### src/rtl/core/sha_strm_pkg.sv
// shared types, constants and round functions of the sha-256 stream hasher
package sha_strm_pkg;

  localparam int unsigned FILL_W  = 6;
  localparam int unsigned BYTES_W = 61;
  localparam int unsigned ROUND_W = 6;
  localparam int unsigned WIDX_W  = 3;

  localparam logic [FILL_W-1:0]  FILL_LAST  = 6'd63;
  localparam logic [FILL_W-1:0]  LEN_START  = 6'd56;
  localparam logic [ROUND_W-1:0] ROUND_LAST = 6'd63;
  localparam logic [WIDX_W-1:0]  WORD_LAST  = 3'd7;
  localparam logic [7:0]         PAD_MARK_BYTE = 8'h80;

  // input beat
  typedef struct packed {
    logic [7:0] data_byte;
    logic       byte_present;
    logic       last;
  } in_beat_t;

  // output beat
  typedef struct packed {
    logic [31:0]       digest_word;
    logic [WIDX_W-1:0] word_index;
    logic              final_word;
  } out_beat_t;

  typedef enum logic [2:0] {
    ST_IDLE,
    ST_PAD,
    ST_LOAD,
    ST_ROUND,
    ST_ADD,
    ST_EMIT
  } state_t;

  typedef enum logic [1:0] {
    PAD_MARK,
    PAD_ZERO,
    PAD_LEN
  } pad_sel_t;

  // commands from controller to datapath
  typedef struct packed {
    logic               absorb;
    logic               pad_shift;
    pad_sel_t           pad_sel;
    logic               load_work;
    logic               round;
    logic [ROUND_W-1:0] round_idx;
    logic               add;
    logic               emit;
    logic [WIDX_W-1:0]  emit_idx;
    logic               reinit;
  } ctrl_cmd_t;

  // status from datapath to controller
  typedef struct packed {
    logic [FILL_W-1:0] fill;
    logic              out_free;
  } dp_stat_t;

  localparam logic [31:0] HASH_INIT [8] = '{
    32'h6a09e667, 32'hbb67ae85, 32'h3c6ef372, 32'ha54ff53a,
    32'h510e527f, 32'h9b05688c, 32'h1f83d9ab, 32'h5be0cd19
  };

  localparam logic [31:0] ROUND_K [64] = '{
    32'h428a2f98, 32'h71374491, 32'hb5c0fbcf, 32'he9b5dba5,
    32'h3956c25b, 32'h59f111f1, 32'h923f82a4, 32'hab1c5ed5,
    32'hd807aa98, 32'h12835b01, 32'h243185be, 32'h550c7dc3,
    32'h72be5d74, 32'h80deb1fe, 32'h9bdc06a7, 32'hc19bf174,
    32'he49b69c1, 32'hefbe4786, 32'h0fc19dc6, 32'h240ca1cc,
    32'h2de92c6f, 32'h4a7484aa, 32'h5cb0a9dc, 32'h76f988da,
    32'h983e5152, 32'ha831c66d, 32'hb00327c8, 32'hbf597fc7,
    32'hc6e00bf3, 32'hd5a79147, 32'h06ca6351, 32'h14292967,
    32'h27b70a85, 32'h2e1b2138, 32'h4d2c6dfc, 32'h53380d13,
    32'h650a7354, 32'h766a0abb, 32'h81c2c92e, 32'h92722c85,
    32'ha2bfe8a1, 32'ha81a664b, 32'hc24b8b70, 32'hc76c51a3,
    32'hd192e819, 32'hd6990624, 32'hf40e3585, 32'h106aa070,
    32'h19a4c116, 32'h1e376c08, 32'h2748774c, 32'h34b0bcb5,
    32'h391c0cb3, 32'h4ed8aa4a, 32'h5b9cca4f, 32'h682e6ff3,
    32'h748f82ee, 32'h78a5636f, 32'h84c87814, 32'h8cc70208,
    32'h90befffa, 32'ha4506ceb, 32'hbef9a3f7, 32'hc67178f2
  };

  function automatic logic [31:0] rotr(input logic [31:0] x, input int unsigned n);
    rotr = (x >> n) | (x << (32 - n));
  endfunction

  function automatic logic [31:0] big_sigma0(input logic [31:0] x);
    big_sigma0 = rotr(x, 2) ^ rotr(x, 13) ^ rotr(x, 22);
  endfunction

  function automatic logic [31:0] big_sigma1(input logic [31:0] x);
    big_sigma1 = rotr(x, 6) ^ rotr(x, 11) ^ rotr(x, 25);
  endfunction

  function automatic logic [31:0] small_sigma0(input logic [31:0] x);
    small_sigma0 = rotr(x, 7) ^ rotr(x, 18) ^ (x >> 3);
  endfunction

  function automatic logic [31:0] small_sigma1(input logic [31:0] x);
    small_sigma1 = rotr(x, 17) ^ rotr(x, 19) ^ (x >> 10);
  endfunction

endpackage

### src/rtl/core/sha_strm_ctrl.sv
// controller state machine: byte intake, padding sequence, rounds and digest emission
module sha_strm_ctrl (
  input  logic                  clk,
  input  logic                  rst,
  input  logic                  in_valid,
  input  sha_strm_pkg::in_beat_t in_data,
  output logic                  in_ready,
  input  sha_strm_pkg::dp_stat_t stat,
  output sha_strm_pkg::ctrl_cmd_t cmd
);

  sha_strm_pkg::state_t   state;
  sha_strm_pkg::state_t   state_next;
  sha_strm_pkg::pad_sel_t pad_sel_c;

  logic                                pad_mode;
  logic                                sent_mark;
  logic                                len_ok;
  logic                                final_blk;
  logic [sha_strm_pkg::ROUND_W-1:0]    round_cnt;
  logic [sha_strm_pkg::WIDX_W-1:0]     word_cnt;
  logic                                accept;
  logic                                fill_end;

  assign accept   = in_valid && (state == sha_strm_pkg::ST_IDLE);
  assign fill_end = (stat.fill == sha_strm_pkg::FILL_LAST);

  // which padding byte goes in next
  always_comb begin
    if (!sent_mark) begin
      pad_sel_c = sha_strm_pkg::PAD_MARK;
    end else if (len_ok && (stat.fill >= sha_strm_pkg::LEN_START)) begin
      pad_sel_c = sha_strm_pkg::PAD_LEN;
    end else begin
      pad_sel_c = sha_strm_pkg::PAD_ZERO;
    end
  end

  // next state
  always_comb begin
    state_next = state;
    case (state)
      sha_strm_pkg::ST_IDLE: begin
        if (accept) begin
          if (in_data.byte_present && fill_end) begin
            state_next = sha_strm_pkg::ST_LOAD;
          end else if (in_data.last) begin
            state_next = sha_strm_pkg::ST_PAD;
          end
        end
      end
      sha_strm_pkg::ST_PAD: begin
        if (fill_end) begin
          state_next = sha_strm_pkg::ST_LOAD;
        end
      end
      sha_strm_pkg::ST_LOAD: begin
        state_next = sha_strm_pkg::ST_ROUND;
      end
      sha_strm_pkg::ST_ROUND: begin
        if (round_cnt == sha_strm_pkg::ROUND_LAST) begin
          state_next = sha_strm_pkg::ST_ADD;
        end
      end
      sha_strm_pkg::ST_ADD: begin
        if (final_blk) begin
          state_next = sha_strm_pkg::ST_EMIT;
        end else if (pad_mode) begin
          state_next = sha_strm_pkg::ST_PAD;
        end else begin
          state_next = sha_strm_pkg::ST_IDLE;
        end
      end
      sha_strm_pkg::ST_EMIT: begin
        if (stat.out_free && (word_cnt == sha_strm_pkg::WORD_LAST)) begin
          state_next = sha_strm_pkg::ST_IDLE;
        end
      end
      default: begin
        state_next = sha_strm_pkg::ST_IDLE;
      end
    endcase
  end

  // datapath commands
  always_comb begin
    in_ready = (state == sha_strm_pkg::ST_IDLE);
    cmd = '0;
    cmd.pad_sel = pad_sel_c;
    cmd.round_idx = round_cnt;
    cmd.emit_idx = word_cnt;
    case (state)
      sha_strm_pkg::ST_IDLE: begin
        cmd.absorb = accept && in_data.byte_present;
      end
      sha_strm_pkg::ST_PAD: begin
        cmd.pad_shift = 1'b1;
      end
      sha_strm_pkg::ST_LOAD: begin
        cmd.load_work = 1'b1;
      end
      sha_strm_pkg::ST_ROUND: begin
        cmd.round = 1'b1;
      end
      sha_strm_pkg::ST_ADD: begin
        cmd.add = 1'b1;
      end
      sha_strm_pkg::ST_EMIT: begin
        cmd.emit = stat.out_free;
        cmd.reinit = stat.out_free && (word_cnt == sha_strm_pkg::WORD_LAST);
      end
      default: begin
        cmd = '0;
      end
    endcase
  end

  // state and padding flags
  always_ff @(posedge clk) begin
    if (rst) begin
      state     <= sha_strm_pkg::ST_IDLE;
      pad_mode  <= 1'b0;
      sent_mark <= 1'b0;
      len_ok    <= 1'b0;
      final_blk <= 1'b0;
      round_cnt <= '0;
      word_cnt  <= '0;
    end else begin
      state <= state_next;
      case (state)
        sha_strm_pkg::ST_IDLE: begin
          if (accept) begin
            pad_mode  <= in_data.last;
            sent_mark <= 1'b0;
            len_ok    <= 1'b0;
            final_blk <= 1'b0;
          end
        end
        sha_strm_pkg::ST_PAD: begin
          // the length fits in this block only if the marker lands below the length field
          if (!sent_mark) begin
            sent_mark <= 1'b1;
            len_ok    <= (stat.fill < sha_strm_pkg::LEN_START);
          end
          if (fill_end && (pad_sel_c == sha_strm_pkg::PAD_LEN)) begin
            final_blk <= 1'b1;
          end
        end
        sha_strm_pkg::ST_LOAD: begin
          round_cnt <= '0;
        end
        sha_strm_pkg::ST_ROUND: begin
          round_cnt <= round_cnt + 1'b1;
        end
        sha_strm_pkg::ST_ADD: begin
          // marker spilled into the previous block: the new block takes the length
          if (sent_mark) begin
            len_ok <= 1'b1;
          end
        end
        sha_strm_pkg::ST_EMIT: begin
          if (stat.out_free) begin
            word_cnt <= word_cnt + 1'b1;
            if (word_cnt == sha_strm_pkg::WORD_LAST) begin
              pad_mode <= 1'b0;
            end
          end
        end
        default: begin
          pad_mode <= 1'b0;
        end
      endcase
    end
  end

endmodule

### src/rtl/core/sha_strm_dp.sv
// datapath: schedule window, working variables, chaining words, length and output register
module sha_strm_dp (
  input  logic                    clk,
  input  logic                    rst,
  input  sha_strm_pkg::in_beat_t  in_data,
  input  sha_strm_pkg::ctrl_cmd_t cmd,
  output sha_strm_pkg::dp_stat_t  stat,
  output logic                    out_valid,
  input  logic                    out_ready,
  output sha_strm_pkg::out_beat_t out_data
);

  // window holds w[t..t+15], oldest word at the top
  logic [511:0]                      win;
  logic [7:0][31:0]                  hash;
  logic [31:0]                       wa, wb, wc, wd, we, wf, wg, wh;
  logic [sha_strm_pkg::FILL_W-1:0]   fill;
  logic [sha_strm_pkg::BYTES_W-1:0]  msg_bytes;

  logic [63:0] bit_len;
  logic [7:0]  pad_byte;
  logic [2:0]  len_pos;
  logic [31:0] w_t, w_new, t1, t2;

  assign bit_len = {msg_bytes, 3'b000};
  assign len_pos = fill[2:0];

  // padding byte select; length goes out most significant byte first
  always_comb begin
    case (cmd.pad_sel)
      sha_strm_pkg::PAD_MARK: pad_byte = sha_strm_pkg::PAD_MARK_BYTE;
      sha_strm_pkg::PAD_LEN:  pad_byte = bit_len[8 * (7 - len_pos) +: 8];
      default:                pad_byte = 8'h00;
    endcase
  end

  // message schedule and round function
  assign w_t   = win[511:480];
  assign w_new = w_t + sha_strm_pkg::small_sigma0(win[479:448]) + win[223:192]
               + sha_strm_pkg::small_sigma1(win[63:32]);
  assign t1 = wh + sha_strm_pkg::big_sigma1(we) + ((we & wf) ^ (~we & wg))
            + sha_strm_pkg::ROUND_K[cmd.round_idx] + w_t;
  assign t2 = sha_strm_pkg::big_sigma0(wa) + ((wa & wb) ^ (wa & wc) ^ (wb & wc));

  assign stat.fill     = fill;
  assign stat.out_free = !out_valid || out_ready;

  // schedule window
  always_ff @(posedge clk) begin
    if (cmd.absorb) begin
      win <= {win[503:0], in_data.data_byte};
    end else if (cmd.pad_shift) begin
      win <= {win[503:0], pad_byte};
    end else if (cmd.round) begin
      win <= {win[479:0], w_new};
    end
  end

  // working variables
  always_ff @(posedge clk) begin
    if (cmd.load_work) begin
      {wa, wb, wc, wd, we, wf, wg, wh} <= {hash[0], hash[1], hash[2], hash[3],
                                           hash[4], hash[5], hash[6], hash[7]};
    end else if (cmd.round) begin
      wh <= wg;
      wg <= wf;
      wf <= we;
      we <= wd + t1;
      wd <= wc;
      wc <= wb;
      wb <= wa;
      wa <= t1 + t2;
    end
  end

  // chaining words, fill count and message length
  always_ff @(posedge clk) begin
    if (rst || cmd.reinit) begin
      for (int i = 0; i < 8; i++) begin
        hash[i] <= sha_strm_pkg::HASH_INIT[i];
      end
      fill      <= '0;
      msg_bytes <= '0;
    end else begin
      if (cmd.add) begin
        hash[0] <= hash[0] + wa;
        hash[1] <= hash[1] + wb;
        hash[2] <= hash[2] + wc;
        hash[3] <= hash[3] + wd;
        hash[4] <= hash[4] + we;
        hash[5] <= hash[5] + wf;
        hash[6] <= hash[6] + wg;
        hash[7] <= hash[7] + wh;
      end
      if (cmd.load_work) begin
        fill <= '0;
      end else if (cmd.absorb || cmd.pad_shift) begin
        fill <= fill + 1'b1;
      end
      if (cmd.absorb) begin
        msg_bytes <= msg_bytes + 1'b1;
      end
    end
  end

  // output register
  always_ff @(posedge clk) begin
    if (rst) begin
      out_valid <= 1'b0;
    end else if (cmd.emit) begin
      out_valid <= 1'b1;
    end else if (out_ready) begin
      out_valid <= 1'b0;
    end
  end

  always_ff @(posedge clk) begin
    if (cmd.emit) begin
      out_data.digest_word <= hash[cmd.emit_idx];
      out_data.word_index  <= cmd.emit_idx;
      out_data.final_word  <= (cmd.emit_idx == sha_strm_pkg::WORD_LAST);
    end
  end

endmodule

### src/rtl/core/sha256_stream_hasher_top.sv
// top level of the sha-256 stream hasher
// throughput: one byte beat per cycle while buffering; each full 64-byte block then holds
//   intake for its load, the 64 rounds in the single round unit and the chain add
// completion: after a last beat with f bytes buffered the block is padded and compressed;
//   f >= 56 adds a second padded block; then 8 digest beats, one per cycle when not stalled
// reset: synchronous; chaining words to the initial values, counts cleared, output empty
module sha256_stream_hasher_top (
  input  logic                    clk,
  input  logic                    rst,
  input  logic                    in_valid,
  output logic                    in_ready,
  input  sha_strm_pkg::in_beat_t  in_data,
  output logic                    out_valid,
  input  logic                    out_ready,
  output sha_strm_pkg::out_beat_t out_data
);

  sha_strm_pkg::ctrl_cmd_t cmd;
  sha_strm_pkg::dp_stat_t  stat;

  sha_strm_ctrl u_ctrl (
    .clk      (clk),
    .rst      (rst),
    .in_valid (in_valid),
    .in_data  (in_data),
    .in_ready (in_ready),
    .stat     (stat),
    .cmd      (cmd)
  );

  sha_strm_dp u_dp (
    .clk       (clk),
    .rst       (rst),
    .in_data   (in_data),
    .cmd       (cmd),
    .stat      (stat),
    .out_valid (out_valid),
    .out_ready (out_ready),
    .out_data  (out_data)
  );

endmodule

### config.mk
export PLATFORM = sky130hd
export DESIGN_NAME = sha256_stream_hasher_top
export DESIGN_NICKNAME = d
export VERILOG_FILES = /design/src/rtl/core/sha_strm_pkg.sv /design/src/rtl/core/sha_strm_ctrl.sv /design/src/rtl/core/sha_strm_dp.sv /design/src/rtl/core/sha256_stream_hasher_top.sv
export SDC_FILE = /design/constraint.sdc
export NUM_CORES = 2
export LEC_CHECK = 0
export BUFFER_PORTS_ARGS = -buffer_cell sky130_fd_sc_hd__buf_2
export CAP_MARGIN = 20
export CELL_PAD_IN_SITES_DETAIL_PLACEMENT = 1
export CELL_PAD_IN_SITES_GLOBAL_PLACEMENT = 1
export CORE_AREA = 8 8 445 447
export CTS_CLUSTER_SIZE = 12
export DETAILED_ROUTE_END_ITERATION = 16
export DIE_AREA = 0 0 453 455
export PLACE_DENSITY = 0.74
export SKIP_LAST_GASP = 1
export SYNTH_ARGS = -nofsm -noshare
export SYNTH_HDL_FRONTEND = slang
export SYNTH_HIERARCHICAL = 1
export SYNTH_SLANG_ARGS = --single-unit
### constraint.sdc
create_clock -name clk -period 16.5 [get_ports clk]
set_input_delay 1.65 -clock clk [delete_from_list [all_inputs] [get_ports clk]]
set_output_delay 1.65 -clock clk [all_outputs]
set_load 0.05 [all_outputs]
### After elaboration in Yosys (flattened, before gate mapping)

Memories as Yosys holds them, arrays and structs flattened.
Cells that the tools add are included.

* add/sub/neg operators: 23
* magnitude comparators: 4
* equality and inequality tests: 21
* shift operators: 1
* multiplexer cells: 59
* bitwise operators: 29
* reductions and logical operators: 27

Operator list (count)
* $mux 512: 3
* $mux 32: 19
* $add 32x32->32: 18
* $xor 32x32->32: 9
* $and 32x32->32: 5
* $bmux 32 s3: 1
* $shiftx 64x33->8: 1
* $add 61x1->61 const B: 1
* $not 32->32: 1
* $or 10x32->32: 1
* $or 13x32->32: 1
* $or 14x32->32: 1
* $or 15x32->32: 1
* $or 19x32->32: 1
* $or 21x32->32: 1
* $or 25x32->32: 1
* $or 26x32->32: 1
* $or 30x32->32: 1
* $or 7x32->32: 1
* $xor 32x22->32: 1
* $xor 32x29->32: 1
* $mux 3: 8
* $pmux 3 s6: 1
* $mux 1: 17
* 37 further kinds: 68

* flip-flop bits (word level): 1144
* memory bits (read-only): 2048
* input port bits: 14
* output and inout port bits: 38
* logic and storage cells: 195
* memories: 1

Memory list
* (no name shown): depth 64, width 32, read ports 1, clocked after memory_dff 0, write ports 0, RTL line sha_strm_dp.sv:42 `+ sha_strm_pkg::ROUND_K[cmd.round_idx] + w_t;`

### Logic depth before layout (Yosys ltp)

* depth after elaboration: 12
* mapped depth: 41
* gate-level depth less buffers: 39

### Cells and area by module

Netlist, hierarchy kept.

Modules (own cells, without submodules)
* sha_strm_dp: times used 1, cells each 7910, area each 74900.6 µm², seq. area each 30629.4 µm²
* sha_strm_ctrl: times used 1, cells each 131, area each 1067.3 µm², seq. area each 320.3 µm²

### Least setup slack after synthesis

OpenSTA, ideal clock, no wires.

* kind: input port to flip-flop
* start point: input port in_valid
* end point: register u_dp.win[0], enable pin
* library setup time: 910 ps
* data arrival time: 13012 ps
* required time: 15590 ps
* slack: 2578 ps
* cell stages on the path: 3
* buffers on the path: 1
* cell sequence: and3_1 -> clkbuf_1 -> or3_1

* word-level cells in the longest chain between the ends: 4

RTL lines
* start: declaration: RTL line sha256_stream_hasher_top.sv:10 `input logic in_valid,`
* $logic_and 1x1->1: RTL line sha_strm_ctrl.sv:25 `assign accept = in_valid && (state == sha_strm_pkg::ST_IDLE);`
* $logic_and 1x1->1: RTL line sha_strm_ctrl.sv:94 `cmd.absorb = accept && in_data.byte_present;`
* $mux 1: RTL line sha_strm_ctrl.sv:92 `case (state)`
* $reduce_bool 3->1 (no line)
* end signal: assignment: RTL line sha_strm_dp.sv:51 `win <= {win[503:0], in_data.data_byte};`
* end signal: assignment: RTL line sha_strm_dp.sv:53 `win <= {win[503:0], pad_byte};`
* end signal: assignment: RTL line sha_strm_dp.sv:55 `win <= {win[479:0], w_new};`
* end: declaration: RTL line sha_strm_dp.sv:14 `logic [511:0] win;`

Every way passes these cells.
A chain may end at the register's enable or synchronous reset.

==> results.md <==
- Final HPWL DP: 189 mm
- Setup repair bufs after CTS: 0
- #FFs+latches synth: 1144
- Die width: 453 microns
- Outcome: finished clean
- Final cycle utilization of the critical path: 63.1%
- CP max FO: 25
- Max Clock Freq: 0.0961 GHz
- Worst slew pin tran: 1.15 ns
- Die ar.: 0.206 sq mm
- Post-synth ARST share: 0%
- Crit path time final: 10.41 ns
- Std cell rows: 161
- Post-synthesis net count: 8646
- CP required: 17.00 ns
- Routed WL: 256 mm
- Htree depth: 4
- Die height: 455 microns
- Layout cells sized above 1: 9.11%
- Highest-count cells in the layout ignoring fill and taps: nand2_1 (1728), edfxtp_1 (804), o21ai_0 (563)
- Vias after detailed routing: 60267
- DR iter-0 viols: 4866
- Hold crit path type: flop to flop
- Hold Buf Count CTS: 0
- CP max-delay cell: nor2_1
- Core area: 0.191 sq mm
- CTS tree: done
- Post-synthesis sequential area ratio: 40.7%
- First-pass GRT wire length: 388 mm
- I/O Buffers: 51
- CP Launch Type: flop
- Avg WL per Cell: 24.4 microns
- Most common cell after layout, fill and taps aside: nand2_1
- TritonCTS Buffers: 140
- Residual DRC: 0
- Root Buffer: clkbuf_16
- Area grow syn2layout: 9.23%
- Area contributors post-synth: edfxtp_1 (32%), dfxtp_1 (9.0%), nand2_1 (8.5%), ha_1 (6.5%), fa_1 (5.2%)
- RSZ-0062 raised after global routing: false
- Met1 layer usage reported by global route: 32.1%
- Clk Latency, worst-skew pair: 0.82 ns
- All-Layer GR Usage: 24.2%
- M2 GR Usage: 40.2%
- Max-slew violation count: 0
- Fin. Hold Viols: 0
- DR pass1 iterations: 6
- Worst path most repeated cell: inv_1
- CTS max path bufs: 3
- Top_reg_cell synth: edfxtp_1
- YS warnings: 6
- Fin Setup TNS: 0 ns
- Post-synth top area share: 31.8%
- Yosys top cell by area: edfxtp_1
- Syn Inst Count: 8041
- Via-to-Cell Ratio: 5.75
- Initial antenna violation count: 3
- Routability congestion estimate: 0.925
- Nets: 8452
- Number of global-route vias before repair: 62527
- Cts repair resizes: 0
- CTS sink count: 1144
- Starting Density: 39.7%
- Fillers: 21527
- Syn_area_per_cell: 9.45 sq um
- # setup viols final: 0
- Largest net degree at the start of global routing: 252
- Area of the multi-input gates: 0.0417 sq mm
- FF/Latch Area: 0.0309 sq mm
- Setup crit end kind: flop
- Antenna viol nets, final: 0
- Worst path buffer plus inverter count: 6
- Max Cap Violations: 0
- Post-route clock skew: 0.0504 ns
- Clk pin slew, worst setup/hold paths: 0.06 ns
- Global route hottest layer: met2
- Worst path top cell family by delay: compound AO/OA/AOI/OAI gates
- Slew HR: 23.2%
- WS Path Type: flop to flop
- Number of I/O pins: 52
- CP arrival: 10.91 ns
- Mapped Area: 0.0760 sq mm
- Met3 Use GR: 3.04%
- Yosys cell types: 100
- Overflow after GRT: 0
- Crit-path max cell delay: 0.73 ns
- Post-synth EDFFs: 804
cells by family (layout without fill, tap and decap cells):
| group | count (synthesis) | count (layout) | synth area share [%] |
|---|---|---|---|
| and+or+nand+nor | 2709 | 2709 | 14.9 |
| AOI/OAI and AO/OA | 1662 | 1662 | 13.5 |
| DFF | 1144 | 1144 | 40.7 |
| buffers and inverters | 870 | 790 | 4.39 |
| xor gates and xnor gates | 618 | 618 | 7.12 |
| adders and majority gates | 594 | 594 | 11.7 |
| muxes | 444 | 444 | 7.61 |
| other | 0 | 1 | 0 |
worst min-delay path: stages, from the launching register on:
cell and delay (ns):
dfxtp_1 0.32, o21ai_0 0.08, a21oi_1 0.06
synthesized netlist by cell type, types with 63 or more instances:
library cell     n
xor2_1         252
a21o_1         162
nor2_1         455
nand2_1       1728
dfxtp_1        340
o21ai_0        563
edfxtp_1       804
ha_1           395
fa_1           196
nor3_1          86
nand3_1        109
mux2i_1        106
a21oi_1        415
inv_1          419
mux2_2         256
clkbuf_1       390
a211oi_1        76
xnor2_1        366
mux4_2          81
nand2b_1        63
final timing paths:
check                       start           end  slack, ns  cells after the start
setup / recovery  u_ctrl/state[2]   u_dp/wa[28]       6.09                     34
setup reg to reg  u_ctrl/state[2]   u_dp/wa[28]       6.09                     34
hold reg to reg      u_dp/fill[5]  u_dp/fill[5]       0.51                      2
hold / removal       u_dp/fill[5]  u_dp/fill[5]       0.51                      2
routing by layer:
metal / share of wire (%) / up-vias
met3: 4.9 / 475
met2: 47 / 1593
li1: - / 27604
met5: 0.011 / -
met4: 4.5 / 4
met1: 44 / 30591
registers in the layout, summed over array words and instances, names as in the netlist, 32 cells and up:
name and flops:
u_dp/hash 256, u_dp/msg_bytes 61, u_dp/out_data 36, u_dp/wa 32, u_dp/wb 32, u_dp/wc 32, u_dp/wd 32, u_dp/we 32
u_dp/wf 32, u_dp/wg 32, u_dp/wh 32, u_dp/win 512
metrics by stage:
stage | util (%) | std cells | setup WS (ns) | hold WS, ns | cell area [sq um]
floorplan | - | 8041 | 2.58 | 0.454 | 76000
global placement | 40.9 | 10230 | 6.43 | 0.468 | 78200
detailed placement | 40.9 | 10230 | 6.24 | 0.492 | 78200
CTS | 43.4 | 10486 | 6.20 | 0.505 | 83000
global route | 43.4 | 10487 | 5.33 | 0.552 | 83000
finish | 43.4 | 10488 | 6.09 | 0.509 | 83000
layout make-up:
cell class | instances | area share, %
Antenna cell | 1 | 0.00302
Multi-Input combinational cell | 6027 | 50.3
Tap cell | 2526 | 3.81
Clock buffer | 180 | 4.68
Clock inverter | 76 | 1.04
Sequential cell | 1144 | 37.3
Timing Repair Buffer | 112 | 0.950
Inverter | 422 | 1.91
Power is left out: the tool's default activity adds up to more than one toggle a clock period on the data nets, which glitch-free logic cannot reach.
